--- src/hw/rtl/stma_pkg.sv ---
`default_nettype none

package stma_pkg;

    localparam int CMD_W       = 2;
    localparam int ROW_W       = 16;
    localparam int COL_W       = 16;
    localparam int VAL_W       = 32;
    localparam int KEY_W       = ROW_W + COL_W;
    localparam int WORD_W      = KEY_W + VAL_W;
    localparam int TOTAL_W     = 7;
    localparam int LIST_DEPTH_DEF = 32;

    localparam logic [CMD_W-1:0] CMD_LOAD_A = 2'd0;
    localparam logic [CMD_W-1:0] CMD_LOAD_B = 2'd1;
    localparam logic [CMD_W-1:0] CMD_MERGE  = 2'd2;

    typedef logic [WORD_W-1:0] t_word;

    typedef struct packed {
        logic              emit;
        logic              take_a;
        logic              take_b;
        logic [ROW_W-1:0]  row;
        logic [COL_W-1:0]  col;
        logic [VAL_W-1:0]  value;
    } t_step;

endpackage

`default_nettype wire

--- src/hw/rtl/stma_req_if.sv ---
`default_nettype none

interface stma_req_if;
    logic                              valid;
    logic                              ready;
    logic [stma_pkg::CMD_W-1:0]        cmd;
    logic [stma_pkg::ROW_W-1:0]        row_index;
    logic [stma_pkg::COL_W-1:0]        col_index;
    logic signed [stma_pkg::VAL_W-1:0] elem_value;

    modport source (output valid, cmd, row_index, col_index, elem_value, input ready);
    modport sink   (input valid, cmd, row_index, col_index, elem_value, output ready);
endinterface

`default_nettype wire

--- src/hw/rtl/stma_rsp_if.sv ---
`default_nettype none

interface stma_rsp_if;
    logic                              valid;
    logic                              ready;
    logic [stma_pkg::ROW_W-1:0]        out_row;
    logic [stma_pkg::COL_W-1:0]        out_col;
    logic signed [stma_pkg::VAL_W-1:0] out_value;
    logic                              is_last;
    logic                              is_empty;
    logic [stma_pkg::TOTAL_W-1:0]      total_count;

    modport source (output valid, out_row, out_col, out_value, is_last, is_empty,
                    total_count, input ready);
    modport sink   (input valid, out_row, out_col, out_value, is_last, is_empty,
                    total_count, output ready);
endinterface

`default_nettype wire

--- src/hw/rtl/sparse_triple_matrix_add.sv ---
`default_nettype none

// Channel  Dir  Payload                                              Accept
// i_req    in   cmd, row_index, col_index, elem_value                valid & ready
// o_rsp    out  out_row, out_col, out_value, is_last, is_empty,      valid & ready
//               total_count
//
// A load writes its list while idle. A merge steps through the accept in
// idle, a prime state for the registered list RAM reads, one compare/add
// step in the shared merge unit per A entry, B entry or matched pair taken,
// an end step and a closing flush; a stalled result register holds an emitting step and the flush.
// i_rst_n clears the list counts, sequencer and result valid; list contents
// are not cleared. i_req.ready is high only while idle.

module sparse_triple_matrix_add #(
    parameter int LIST_DEPTH = stma_pkg::LIST_DEPTH_DEF
) (
    input  wire logic  i_clk,
    input  wire logic  i_rst_n,
    stma_req_if.sink   i_req,
    stma_rsp_if.source o_rsp
);

    localparam int AW = (LIST_DEPTH > 1) ? $clog2(LIST_DEPTH) : 1;
    localparam int CW = $clog2(LIST_DEPTH + 1);
    localparam int NW = $clog2(2 * LIST_DEPTH + 1);

    localparam logic [1:0] S_IDLE  = 2'd0;
    localparam logic [1:0] S_PRIME = 2'd1;
    localparam logic [1:0] S_STEP  = 2'd2;
    localparam logic [1:0] S_FLUSH = 2'd3;

    logic [1:0]    r_state, n_state;
    logic [CW-1:0] r_cnt_a, n_cnt_a;
    logic [CW-1:0] r_cnt_b, n_cnt_b;
    logic [CW-1:0] r_ptr_a, n_ptr_a;
    logic [CW-1:0] r_ptr_b, n_ptr_b;
    logic [NW-1:0] r_num, n_num;
    logic          r_pend_valid, n_pend_valid;
    logic          r_out_valid, n_out_valid;

    logic [stma_pkg::ROW_W-1:0]   r_pend_row, n_pend_row;
    logic [stma_pkg::COL_W-1:0]   r_pend_col, n_pend_col;
    logic [stma_pkg::VAL_W-1:0]   r_pend_val, n_pend_val;
    logic [stma_pkg::ROW_W-1:0]   r_out_row, n_out_row;
    logic [stma_pkg::COL_W-1:0]   r_out_col, n_out_col;
    logic [stma_pkg::VAL_W-1:0]   r_out_val, n_out_val;
    logic                         r_out_last, n_out_last;
    logic                         r_out_empty, n_out_empty;
    logic [stma_pkg::TOTAL_W-1:0] r_out_total, n_out_total;

    logic            wr_a;
    logic            wr_b;
    stma_pkg::t_word wr_word;
    stma_pkg::t_word rd_a;
    stma_pkg::t_word rd_b;
    logic            a_live;
    logic            b_live;
    logic            out_free;
    stma_pkg::t_step step;

    assign wr_word  = {i_req.row_index, i_req.col_index, i_req.elem_value};
    assign a_live   = (r_ptr_a < r_cnt_a);
    assign b_live   = (r_ptr_b < r_cnt_b);
    assign out_free = !r_out_valid || o_rsp.ready;

    stma_ram #(.WIDTH(stma_pkg::WORD_W), .DEPTH(LIST_DEPTH)) u_ram_a (
        .i_clk     (i_clk),
        .i_wr_en   (wr_a),
        .i_wr_addr (r_cnt_a[AW-1:0]),
        .i_wr_data (wr_word),
        .i_rd_addr (n_ptr_a[AW-1:0]),
        .o_rd_data (rd_a)
    );

    stma_ram #(.WIDTH(stma_pkg::WORD_W), .DEPTH(LIST_DEPTH)) u_ram_b (
        .i_clk     (i_clk),
        .i_wr_en   (wr_b),
        .i_wr_addr (r_cnt_b[AW-1:0]),
        .i_wr_data (wr_word),
        .i_rd_addr (n_ptr_b[AW-1:0]),
        .o_rd_data (rd_b)
    );

    stma_merge_unit u_merge (
        .i_a_live (a_live),
        .i_b_live (b_live),
        .i_word_a (rd_a),
        .i_word_b (rd_b),
        .o_step   (step)
    );

    always_comb begin
        n_state      = r_state;
        n_cnt_a      = r_cnt_a;
        n_cnt_b      = r_cnt_b;
        n_ptr_a      = r_ptr_a;
        n_ptr_b      = r_ptr_b;
        n_num        = r_num;
        n_pend_valid = r_pend_valid;
        n_pend_row   = r_pend_row;
        n_pend_col   = r_pend_col;
        n_pend_val   = r_pend_val;
        n_out_valid  = r_out_valid && !o_rsp.ready;
        n_out_row    = r_out_row;
        n_out_col    = r_out_col;
        n_out_val    = r_out_val;
        n_out_last   = r_out_last;
        n_out_empty  = r_out_empty;
        n_out_total  = r_out_total;
        wr_a         = 1'b0;
        wr_b         = 1'b0;

        unique case (r_state)
            S_IDLE: begin
                if (i_req.valid) begin
                    unique case (i_req.cmd)
                        stma_pkg::CMD_LOAD_A: begin
                            if (r_cnt_a < CW'(LIST_DEPTH)) begin
                                wr_a    = 1'b1;
                                n_cnt_a = r_cnt_a + 1'b1;
                            end
                        end
                        stma_pkg::CMD_LOAD_B: begin
                            if (r_cnt_b < CW'(LIST_DEPTH)) begin
                                wr_b    = 1'b1;
                                n_cnt_b = r_cnt_b + 1'b1;
                            end
                        end
                        stma_pkg::CMD_MERGE: begin
                            n_state      = S_PRIME;
                            n_num        = '0;
                            n_pend_valid = 1'b0;
                        end
                        default: begin
                        end
                    endcase
                end
            end
            S_PRIME: begin
                n_state = S_STEP;
            end
            S_STEP: begin
                if (!a_live && !b_live) begin
                    n_state = S_FLUSH;
                end else if (!(step.emit && r_pend_valid && !out_free)) begin
                    if (step.take_a) begin
                        n_ptr_a = r_ptr_a + 1'b1;
                    end
                    if (step.take_b) begin
                        n_ptr_b = r_ptr_b + 1'b1;
                    end
                    if (step.emit) begin
                        if (r_pend_valid) begin
                            n_out_valid = 1'b1;
                            n_out_row   = r_pend_row;
                            n_out_col   = r_pend_col;
                            n_out_val   = r_pend_val;
                            n_out_last  = 1'b0;
                            n_out_empty = 1'b0;
                            n_out_total = '0;
                        end
                        n_pend_valid = 1'b1;
                        n_pend_row   = step.row;
                        n_pend_col   = step.col;
                        n_pend_val   = step.value;
                        n_num        = r_num + 1'b1;
                    end
                end
            end
            S_FLUSH: begin
                if (out_free) begin
                    n_out_valid  = 1'b1;
                    n_out_last   = 1'b1;
                    if (r_pend_valid) begin
                        n_out_row   = r_pend_row;
                        n_out_col   = r_pend_col;
                        n_out_val   = r_pend_val;
                        n_out_empty = 1'b0;
                        n_out_total = stma_pkg::TOTAL_W'(r_num);
                    end else begin
                        n_out_row   = '0;
                        n_out_col   = '0;
                        n_out_val   = '0;
                        n_out_empty = 1'b1;
                        n_out_total = '0;
                    end
                    n_pend_valid = 1'b0;
                    n_cnt_a      = '0;
                    n_cnt_b      = '0;
                    n_ptr_a      = '0;
                    n_ptr_b      = '0;
                    n_state      = S_IDLE;
                end
            end
            default: begin
                n_state = S_IDLE;
            end
        endcase
    end

    always_ff @(posedge i_clk) begin
        if (!i_rst_n) begin
            r_state      <= S_IDLE;
            r_cnt_a      <= '0;
            r_cnt_b      <= '0;
            r_ptr_a      <= '0;
            r_ptr_b      <= '0;
            r_num        <= '0;
            r_pend_valid <= 1'b0;
            r_out_valid  <= 1'b0;
        end else begin
            r_state      <= n_state;
            r_cnt_a      <= n_cnt_a;
            r_cnt_b      <= n_cnt_b;
            r_ptr_a      <= n_ptr_a;
            r_ptr_b      <= n_ptr_b;
            r_num        <= n_num;
            r_pend_valid <= n_pend_valid;
            r_out_valid  <= n_out_valid;
        end
    end

    always_ff @(posedge i_clk) begin
        r_pend_row  <= n_pend_row;
        r_pend_col  <= n_pend_col;
        r_pend_val  <= n_pend_val;
        r_out_row   <= n_out_row;
        r_out_col   <= n_out_col;
        r_out_val   <= n_out_val;
        r_out_last  <= n_out_last;
        r_out_empty <= n_out_empty;
        r_out_total <= n_out_total;
    end

    assign i_req.ready       = (r_state == S_IDLE);
    assign o_rsp.valid       = r_out_valid;
    assign o_rsp.out_row     = r_out_row;
    assign o_rsp.out_col     = r_out_col;
    assign o_rsp.out_value   = r_out_val;
    assign o_rsp.is_last     = r_out_last;
    assign o_rsp.is_empty    = r_out_empty;
    assign o_rsp.total_count = r_out_total;

`ifndef NO_ASSERTIONS
    a_count_bound: assert property (@(posedge i_clk) disable iff (!i_rst_n)
        (r_cnt_a <= CW'(LIST_DEPTH)) && (r_cnt_b <= CW'(LIST_DEPTH)))
        else $error("list count beyond depth");

    a_empty_is_last: assert property (@(posedge i_clk) disable iff (!i_rst_n)
        (r_out_valid && r_out_empty) |-> (r_out_last && r_out_total == '0))
        else $error("empty result must be the last one with zero count");

    a_count_on_last: assert property (@(posedge i_clk) disable iff (!i_rst_n)
        (r_out_valid && !r_out_last) |-> (r_out_total == '0))
        else $error("count shown on a non-final result");

    a_idle_ptrs: assert property (@(posedge i_clk) disable iff (!i_rst_n)
        (r_state == S_IDLE) |-> (r_ptr_a == '0 && r_ptr_b == '0 && !r_pend_valid))
        else $error("merge state left over while idle");
`endif

endmodule

`default_nettype wire

--- src/hw/rtl/stma_ram.sv ---
`default_nettype none

module stma_ram #(
    parameter int WIDTH = stma_pkg::WORD_W,
    parameter int DEPTH = stma_pkg::LIST_DEPTH_DEF
) (
    input  wire logic                                   i_clk,
    input  wire logic                                   i_wr_en,
    input  wire logic [(DEPTH > 1 ? $clog2(DEPTH) : 1)-1:0] i_wr_addr,
    input  wire logic [WIDTH-1:0]                       i_wr_data,
    input  wire logic [(DEPTH > 1 ? $clog2(DEPTH) : 1)-1:0] i_rd_addr,
    output logic      [WIDTH-1:0]                       o_rd_data
);

    logic [WIDTH-1:0] r_mem [DEPTH];
    logic [WIDTH-1:0] r_rd_data;

    always_ff @(posedge i_clk) begin
        if (i_wr_en) begin
            r_mem[i_wr_addr] <= i_wr_data;
        end
        r_rd_data <= r_mem[i_rd_addr];
    end

    assign o_rd_data = r_rd_data;

endmodule

`default_nettype wire

--- src/hw/rtl/stma_merge_unit.sv ---
`default_nettype none

module stma_merge_unit (
    input  wire logic                   i_a_live,
    input  wire logic                   i_b_live,
    input  wire stma_pkg::t_word        i_word_a,
    input  wire stma_pkg::t_word        i_word_b,
    output stma_pkg::t_step             o_step
);

    logic [stma_pkg::KEY_W-1:0] key_a;
    logic [stma_pkg::KEY_W-1:0] key_b;
    logic [stma_pkg::VAL_W-1:0] val_a;
    logic [stma_pkg::VAL_W-1:0] val_b;
    logic [stma_pkg::VAL_W-1:0] sum;

    assign key_a = i_word_a[stma_pkg::WORD_W-1 -: stma_pkg::KEY_W];
    assign key_b = i_word_b[stma_pkg::WORD_W-1 -: stma_pkg::KEY_W];
    assign val_a = i_word_a[stma_pkg::VAL_W-1:0];
    assign val_b = i_word_b[stma_pkg::VAL_W-1:0];
    assign sum   = val_a + val_b;

    always_comb begin
        o_step = '0;
        if (i_a_live && (!i_b_live || key_a < key_b)) begin
            o_step.emit   = 1'b1;
            o_step.take_a = 1'b1;
            {o_step.row, o_step.col, o_step.value} = i_word_a;
        end else if (i_b_live && (!i_a_live || key_a > key_b)) begin
            o_step.emit   = 1'b1;
            o_step.take_b = 1'b1;
            {o_step.row, o_step.col, o_step.value} = i_word_b;
        end else if (i_a_live && i_b_live) begin
            o_step.emit   = (sum != '0);
            o_step.take_a = 1'b1;
            o_step.take_b = 1'b1;
            {o_step.row, o_step.col} = key_a;
            o_step.value  = sum;
        end
    end

endmodule

`default_nettype wire
--- src/flat_wrapper.sv ---
// flat-port wrapper written by rule: the top's interface ports become plain ports
module sparse_triple_matrix_add_flat 
#(
    parameter int LIST_DEPTH = stma_pkg::LIST_DEPTH_DEF
)
  (i_clk, i_rst_n, i_req_valid, i_req_cmd, i_req_row_index, i_req_col_index, i_req_elem_value, i_req_ready, o_rsp_valid, o_rsp_out_row, o_rsp_out_col, o_rsp_out_value, o_rsp_is_last, o_rsp_is_empty, o_rsp_total_count, o_rsp_ready);
  stma_req_if i_req_i ();
  stma_rsp_if o_rsp_i ();
  input  wire logic i_clk;
  input  wire logic i_rst_n;
  input wire logic [$bits(i_req_i.valid)-1:0] i_req_valid;
  input wire logic [$bits(i_req_i.cmd)-1:0] i_req_cmd;
  input wire logic [$bits(i_req_i.row_index)-1:0] i_req_row_index;
  input wire logic [$bits(i_req_i.col_index)-1:0] i_req_col_index;
  input wire logic [$bits(i_req_i.elem_value)-1:0] i_req_elem_value;
  output wire logic [$bits(i_req_i.ready)-1:0] i_req_ready;
  output wire logic [$bits(o_rsp_i.valid)-1:0] o_rsp_valid;
  output wire logic [$bits(o_rsp_i.out_row)-1:0] o_rsp_out_row;
  output wire logic [$bits(o_rsp_i.out_col)-1:0] o_rsp_out_col;
  output wire logic [$bits(o_rsp_i.out_value)-1:0] o_rsp_out_value;
  output wire logic [$bits(o_rsp_i.is_last)-1:0] o_rsp_is_last;
  output wire logic [$bits(o_rsp_i.is_empty)-1:0] o_rsp_is_empty;
  output wire logic [$bits(o_rsp_i.total_count)-1:0] o_rsp_total_count;
  input wire logic [$bits(o_rsp_i.ready)-1:0] o_rsp_ready;
  assign i_req_i.valid = i_req_valid;
  assign i_req_i.cmd = i_req_cmd;
  assign i_req_i.row_index = i_req_row_index;
  assign i_req_i.col_index = i_req_col_index;
  assign i_req_i.elem_value = i_req_elem_value;
  assign i_req_ready = i_req_i.ready;
  assign o_rsp_valid = o_rsp_i.valid;
  assign o_rsp_out_row = o_rsp_i.out_row;
  assign o_rsp_out_col = o_rsp_i.out_col;
  assign o_rsp_out_value = o_rsp_i.out_value;
  assign o_rsp_is_last = o_rsp_i.is_last;
  assign o_rsp_is_empty = o_rsp_i.is_empty;
  assign o_rsp_total_count = o_rsp_i.total_count;
  assign o_rsp_i.ready = o_rsp_ready;
  sparse_triple_matrix_add #(.LIST_DEPTH(LIST_DEPTH)) u_core (.i_clk(i_clk), .i_rst_n(i_rst_n), .i_req(i_req_i), .o_rsp(o_rsp_i));
endmodule
--- config.mk ---
export PLATFORM = sky130hd
export DESIGN_NAME = sparse_triple_matrix_add_flat
export DESIGN_NICKNAME = d
export VERILOG_FILES = /design/src/hw/rtl/stma_pkg.sv /design/src/hw/rtl/stma_req_if.sv /design/src/hw/rtl/stma_rsp_if.sv /design/src/hw/rtl/sparse_triple_matrix_add.sv /design/src/hw/rtl/stma_ram.sv /design/src/hw/rtl/stma_merge_unit.sv /design/src/flat_wrapper.sv
export SDC_FILE = /design/constraint.sdc
export NUM_CORES = 2
export LEC_CHECK = 0
export BUFFER_PORTS_ARGS = -buffer_cell sky130_fd_sc_hd__buf_2
export CORE_ASPECT_RATIO = 1.2
export CORE_UTILIZATION = 35
export CTS_CLUSTER_SIZE = 25
export DETAILED_ROUTE_END_ITERATION = 7
export SLEW_MARGIN = 25
export SYNTH_ARGS = -nofsm -noshare
export SYNTH_HDL_FRONTEND = slang
export SYNTH_SLANG_ARGS = --single-unit
--- constraint.sdc ---
create_clock -name i_clk -period 8.76 [get_ports i_clk]
set_input_delay 0.876 -clock i_clk [delete_from_list [all_inputs] [get_ports i_clk]]
set_output_delay 0.876 -clock i_clk [all_outputs]
set_load 0.03 [all_outputs]
* Word-level counts from Yosys, hierarchy flattened
Memory sizes are Yosys's and may differ from the RTL's. A register that Yosys moved wholly into a read port is not among the register bits. Index checks and enable logic that the tools add are counted.
Operators by class: mux-type cells 99, $add $sub $neg 6, reductions and logical operators 31, equal/unequal tests 19, bitwise logic cells 2, $lt $le $gt $ge 6
Operators with widths (count):
- two-way mux 16 bit | 12
- two-way mux 32 bit | 6
- two-way mux 6 bit | 15
- two-way mux 7 bit | 11
- two-way mux 67 bit | 1
- two-way mux 65 bit | 1
- two-way mux 64 bit | 1
- case mux 16 bit (2 select lines) | 2
- case mux 32 bit (2 select lines) | 1
- case mux 6 bit (2 select lines) | 4
- two-way mux 1 bit | 33
- adder 32 bit | 1
- > comparator 32 bit | 1
- less-than comparator 32 bit | 1
- nonzero test 32 bit | 1
- case mux 7 bit (2 select lines) | 2
- adder 6 x 1 -> 6 bit, second input constant | 4
- inequality test 2 x 1 -> 1 bit, second input constant | 11
- AND reduction 5 bit | 4
- less-than comparator 6 bit | 2
- less-than comparator 6 bit, second input constant | 2
- AND reduction 6 bit | 2
- two-way mux 2 bit | 5
- case mux 2 bit (4 select lines) | 1
- other kinds (15) | 39
Storage, ports and cells: input port bits 70, memories 2, memory bits (writable) 4096, register bits after elaboration 172
Memory list:
- u_core.u_ram_a.r_mem | depth 32, width 64, read ports 1, clocked after memory_dff 1, wr ports 1, line stma_ram.sv:15 | logic [WIDTH-1:0] r_mem [DEPTH];
- u_core.u_ram_b.r_mem | depth 32, width 64, read ports 1, clocked after memory_dff 1, wr ports 1, line stma_ram.sv:15

* Logic depth before layout (Yosys ltp)
depth in word-level cells 11, gate-level depth with buffers 21, gate-level depth less buffers 17

* By module
A second synthesis with hierarchy kept.
Unflattened totals: cells, all modules 7255, area total of the unflattened synthesis 168570.4 um^2
Modules (own cells, without submodules):
- stma_ram at u_core.u_ram_a | area an instance 78973.2 um^2, instances 1, cells each 3097, seq. area each 62780.2 um^2
- stma_ram at u_core.u_ram_b | area an instance 78964.5 um^2, instances 1, cells each 3096, seq. area each 62780.2 um^2
- sparse_triple_matrix_add | area an instance 6840.3 um^2, instances 1, cells each 502, seq. area each 4814.6 um^2
- stma_merge_unit | area an instance 3792.4 um^2, instances 1, cells each 560, seq. area each 0.0 um^2

* Worst setup path before layout
OpenSTA, ideal clock, no wires.
path kind register to register, start reg u_core.u_ram_b.r_rd_data[0], in the netlist u_core.u_ram_b.o_rd_data[0] (read register of u_core.u_ram_b.r_mem), end reg u_core.r_out_empty, in the netlist u_core.o_rsp.is_empty, enable pin, data arrival time 6.097 ns, buffers on the path 0, setup slack 2.158 ns, cell stages (with the launch flop) 15, required time 8.256 ns, setup time 0.504 ns, path through dfxtp_1 > ha_1 > inv_1 > fa_1 > nand2b_1 > a21oi_1 > o21ai_1 > a2111oi_4 > o311ai_0 > o311ai_1 > nor4_4 > a21oi_1 > o21bai_1 > a31oi_1 > nor2_1
Between the ends: word-level cells in the longest chain between the ends 9
RTL lines:
- start, declared | line stma_ram.sv:16 | logic [WIDTH-1:0] r_rd_data;
- adder 32 bit * | line stma_merge_unit.sv:21 | assign sum = val_a + val_b;
- nonzero test 32 bit * | line stma_merge_unit.sv:34 | o_step.emit = (sum != '0);
- two-way mux 67 bit * | line stma_merge_unit.sv:33 | end else if (i_a_live && i_b_live) begin
- two-way mux 1 bit * | line stma_merge_unit.sv:29 | end else if (i_b_live && (!i_a_live || key_a > key_b)) begin
- two-way mux 2 bit * | line stma_merge_unit.sv:25 | if (i_a_live && (!i_b_live || key_a < key_b)) begin
- logical AND 1 bit (2 in a row) | line sparse_triple_matrix_add.sv:146 | end else if (!(step.emit && r_pend_valid && !out_free)) begin
- inequality test 2 bit (no source line)
- AND reduction 6 bit (no source line) *
- end signal, assigned | line sparse_triple_matrix_add.sv:232 | r_out_empty <= n_out_empty;
- end, declared | line sparse_triple_matrix_add.sv:49 | logic r_out_empty, n_out_empty;
Mark *: on every way between the ends. The rest lies on a longest branch, timed or not. A chain may end at the register's enable or synchronous reset.

* Worst setup path after layout
start reg u_core.u_ram_b.r_rd_data[60], in the netlist u_core.u_ram_b.o_rd_data[60] (read register of u_core.u_ram_b.r_mem), end reg u_core.u_ram_b.r_rd_data[12], in the netlist u_core.u_ram_b.o_rd_data[12] (read register of u_core.u_ram_b.r_mem)
Between the ends: word-level cells in the longest chain between the ends 10
RTL lines:
- > comparator 32 bit | line stma_merge_unit.sv:29
- logical OR 1 bit | line stma_merge_unit.sv:29
- logical AND 1 bit | line stma_merge_unit.sv:29
- two-way mux 1 bit | line stma_merge_unit.sv:29
- two-way mux 2 bit | line stma_merge_unit.sv:25
- logical AND 1 bit (2 in a row) | line sparse_triple_matrix_add.sv:146
- two-way mux 6 bit * | line sparse_triple_matrix_add.sv:146
- two-way mux 6 bit * | line sparse_triple_matrix_add.sv:144 | if (!a_live && !b_live) begin
- case mux 6 bit (2 select lines) * | line sparse_triple_matrix_add.sv:114 | unique case (r_state)
Mark *: on every way between the ends. The rest lies on a longest branch, timed or not. The select of a mux whose other input is x is not followed.

==> results.tsv <==
metric	value	unit
status	finished clean	
CTS tree	built	
Leak	0.0674	µW
top cells by count, synth	edfxtp_1 (4233), nand2_1 (3881), nand3_1 (1131)	
DR pass1 iterations	6	
hold_sp	i_req_row_index[9]	
Layout Utilization	40.0	%
RR Startpoint	u_core.u_ram_b.o_rd_data[60]	
switching power	12700	µW
Worst-path clk slew	0.07	ns
Hold Path Class	in -> reg	
Setup crit start kind	flip-flop	
Worst Skew	0.116	ns
hold-critical path depth	1	
largest net degree at the start of global routing	154	
Sw Share	26.4	%
cell taking the most area after synthesis	edfxtp_1	
Distinct cells, synth	92	
vias after detailed routing	113265	
I/O pin cnt	145	
Seq pwr share	49.5	%
RSZ-0062 raised after global routing	no	
GPL Wtd Cong	0.902	
H-Tree Depth	5	
synth top area cells	edfxtp_1 (73%), nand2_1 (8.3%), nand3_1 (3.2%)	
Rel. slew slack	20.2	%
Tcrit/Tclk final	97.4	%
die height	776	µm
WL met3	51.9	mm
main flop type after synthesis	edfxtp_1	
Worst Tran Pin Value	1.19	ns
most frequent cell after synthesis	edfxtp_1	
Clock Sinks	4396	
Pins Over Slew Limit	0	
WHS	0.245	ns
DRC violations left	0	
worst skew pair latency	1.04	ns
total track usage	21.9	%
capturing point of the worst reg2reg path	u_core.u_ram_b.o_rd_data[12]	
global-route wire length before repair	792	mm
Max Freq	117	MHz
setup TNS	0	ns
CP required	9.59	ns
worst-case reg-to-reg path depth	18	
fraction of registers with async set/reset	0	%
Detailed Route Iter0 Violations	16140	
clock power share	38.1	%
area delta synth->final	13.6	%
gr ovfl total	0	
design area	198000	µm²
Initial Utilization	35.2	%
Final Hold Viols	0	
Reg2Reg Setup Slack	0.22	ns
met2 WL	265	mm
number of global-route vias before repair	106024	
CTS Hold Bufs	0	
Max FO, Critical Path	99	
routed wire length	571	mm
PwrDens	243	nW/µm²
antenna violations before repair	43	
number of I/O port buffers	144	
post-cts sizing count	0	
clock period minus worst slack	8.54	ns
Max-Cap Viols	0	
Post-Synthesis Cells	13059	
critical path's slowest cell	o311ai_1	
CP endpoint kind	flip-flop	
post-CTS setup repair buffer count	0	
routed wire length per instance	28.5	µm
critical path arrival	9.36	ns
DR top layer	met5	
fin cells	20038	
Cell Area, Placed	184000	µm²
yosys warns	0	
cts bufs inserted	413	
row count	283	
clk buf depth	4	
Post-synth EDFFs	4233	
synthesized area per cell	13.4	µm²
Final setup viols	0	
Final ANT Viol Nets	0	
max incr delay on CP	0.95	ns
crit-path cells	inv_1, ha_1, nand4_1, nor4bb_1, buf_4, nand4_1, or2_2, a2111oi_2, buf_4, o21bai_1, nor4_4, a21oi_2, o211ai_2, nand3_4, buf_12, mux2i_1, a221o_1, o311ai_1	
Placed Cells	19238	
M1 WL	223	mm
Yosys reg bits	4396	
Combinational Power Share	12.4	%
Syn Nets	13218	
die area	501000	µm²
Vias/cell	5.65	
Peak VDD IR	0.000191	V
Core Box Area	496000	µm²
register area share after synthesis	74.7	%
critical path class	reg -> reg	
P_int	35400	µW
Post-Syn Area	175000	µm²
hpwl dp	308	mm
Root Driver	clkbuf_16	
Worst Hold Path EP	u_core.u_ram_b.r_mem[31][57]	
Final nets	13260	
share of layout cells above drive strength 1	9.20	%
Yosys top cell area share	72.8	%
DIE WIDTH	647	µm
Fillers	45430	
## state kept, by name (all words and copies together) (netlist names), 16 cells and up
| signal | cells |
|---|---|
| u_core.r_pend_row | 16 |
| u_core.r_pend_val | 32 |
| u_core.u_ram_b.o_rd_data | 64 |
| u_core.o_rsp.out_value | 32 |
| u_core.u_ram_a.r_mem | 2048 |
| u_core.u_ram_a.o_rd_data | 64 |
| u_core.o_rsp.out_col | 16 |
| u_core.o_rsp.out_row | 16 |
| u_core.u_ram_b.r_mem | 2048 |
| u_core.r_pend_col | 16 |
## kinds of logic (layout without fill, tap and decap cells)
logic type / after synthesis / in the layout / share of synthesized area (%)
compound gates: 1545 / 1545 / 6.54
xor+xnor: 29 / 29 / 0.146
fa+ha+maj: 89 / 89 / 0.642
buf+inv: 918 / 1318 / 2.24
flops: 4396 / 4396 / 74.7
mux: 204 / 204 / 1.18
other cells: 0 / 24 / 0
simple gates: 5878 / 5878 / 14.5
## routing by layer
| layer | global-route usage [%] | vias to the layer above |
|---|---|---|
| li1 | - | 48513 |
| met1 | 28.7 | 57839 |
| met2 | 35.0 | 5710 |
| met3 | 3.92 | 1187 |
| met4 | 10.6 | 16 |
| met5 | 0 | - |
## cells in the final DEF (no fill, tap or decap), types with 16 or more instances in the layout
cell type	synthesis	routed
nand4_1	27	27
a311oi_1	311	311
dfxtp_1	163	163
nor2_1	140	71
ha_1	88	88
buf_4	17	295
mux2i_1	190	190
a22o_1	33	33
xnor2_1	19	19
o21ai_0	128	127
a211oi_1	18	18
bufinv_16	0	35
nand3_1	1131	1129
a22oi_1	144	144
a21oi_1	143	143
clkbuf_8	0	43
o211ai_1	16	16
diode_2	0	24
and2_1	79	79
nand2_1	3881	3878
a21o_1	132	132
nor2_4	2	74
nor3_1	20	20
and3_1	521	518
inv_1	61	61
o311ai_1	61	59
buf_12	0	86
clkinvlp_4	0	20
o2111ai_1	64	64
clkinv_2	0	71
clkinv_1	1	49
clkbuf_1	509	105
a31oi_1	327	327
buf_2	239	92
edfxtp_1	4233	4233
clkbuf_16	0	417
a221o_1	60	60
## through the flow
stage          power (µW)  setup slack, ns
2_1_floorplan       27800             2.16
3_3_place_gp        30100            0.225
3_5_place_dp        30200            0.780
4_1_cts             48300            0.741
5_1_grt             49500            0.392
6_report            48200            0.223
## power groups by stage
stage	sequential, µW	clock (µW)	combinational, µW
floorplan	24300	0	3490
global placement	24300	0	5830
detailed placement	24300	0	5890
CTS	23800	18500	5910
global route	23800	19200	6390
finish	23800	18400	5970
## how the worst max path moves through the flow
stage | startpoint | end | slack (ns)
after global placement | u_core.u_ram_b.o_rd_data[60] | u_core.u_ram_b.o_rd_data[57] | 0.22
after global routing | u_core.u_ram_b.o_rd_data[60] | u_core.u_ram_b.o_rd_data[12] | 0.39
after floorplan | u_core.u_ram_b.o_rd_data[0] | u_core.o_rsp.is_empty | 2.16
after CTS | u_core.u_ram_b.o_rd_data[60] | u_core.u_ram_b.o_rd_data[12] | 0.74
final | u_core.u_ram_b.o_rd_data[60] | u_core.u_ram_b.o_rd_data[12] | 0.22
after detailed placement | u_core.u_ram_b.o_rd_data[60] | u_core.u_ram_b.o_rd_data[12] | 0.78
## cell type report
| cell class | instances | area (µm²) | area share [%] |
|---|---|---|---|
| antenna | 24 | 60.1 | 0.0303 |
| clock buffer | 565 | 11400 | 5.76 |
| clock inverter | 208 | 2330 | 1.18 |
| inverter | 62 | 233 | 0.117 |
| multi-input combinational | 7745 | 40900 | 20.7 |
| sequential | 4396 | 130000 | 65.8 |
| tap | 6555 | 8200 | 4.14 |
| timing repair buffer | 483 | 4640 | 2.34 |
## worst max-delay path: cells and delay by family (launching register included)
family                   cells  cell delay [ns]
AND/OR/NAND/NOR              6             2.81
AO/OA/AOI/OAI                6             2.91
multiplexers                 1             0.21
flip-flops                   1             0.68
adder cells (fa/ha/maj)      1             0.31
buffers and inverters        4             1.20
Power figures use the tool's default switching activity.
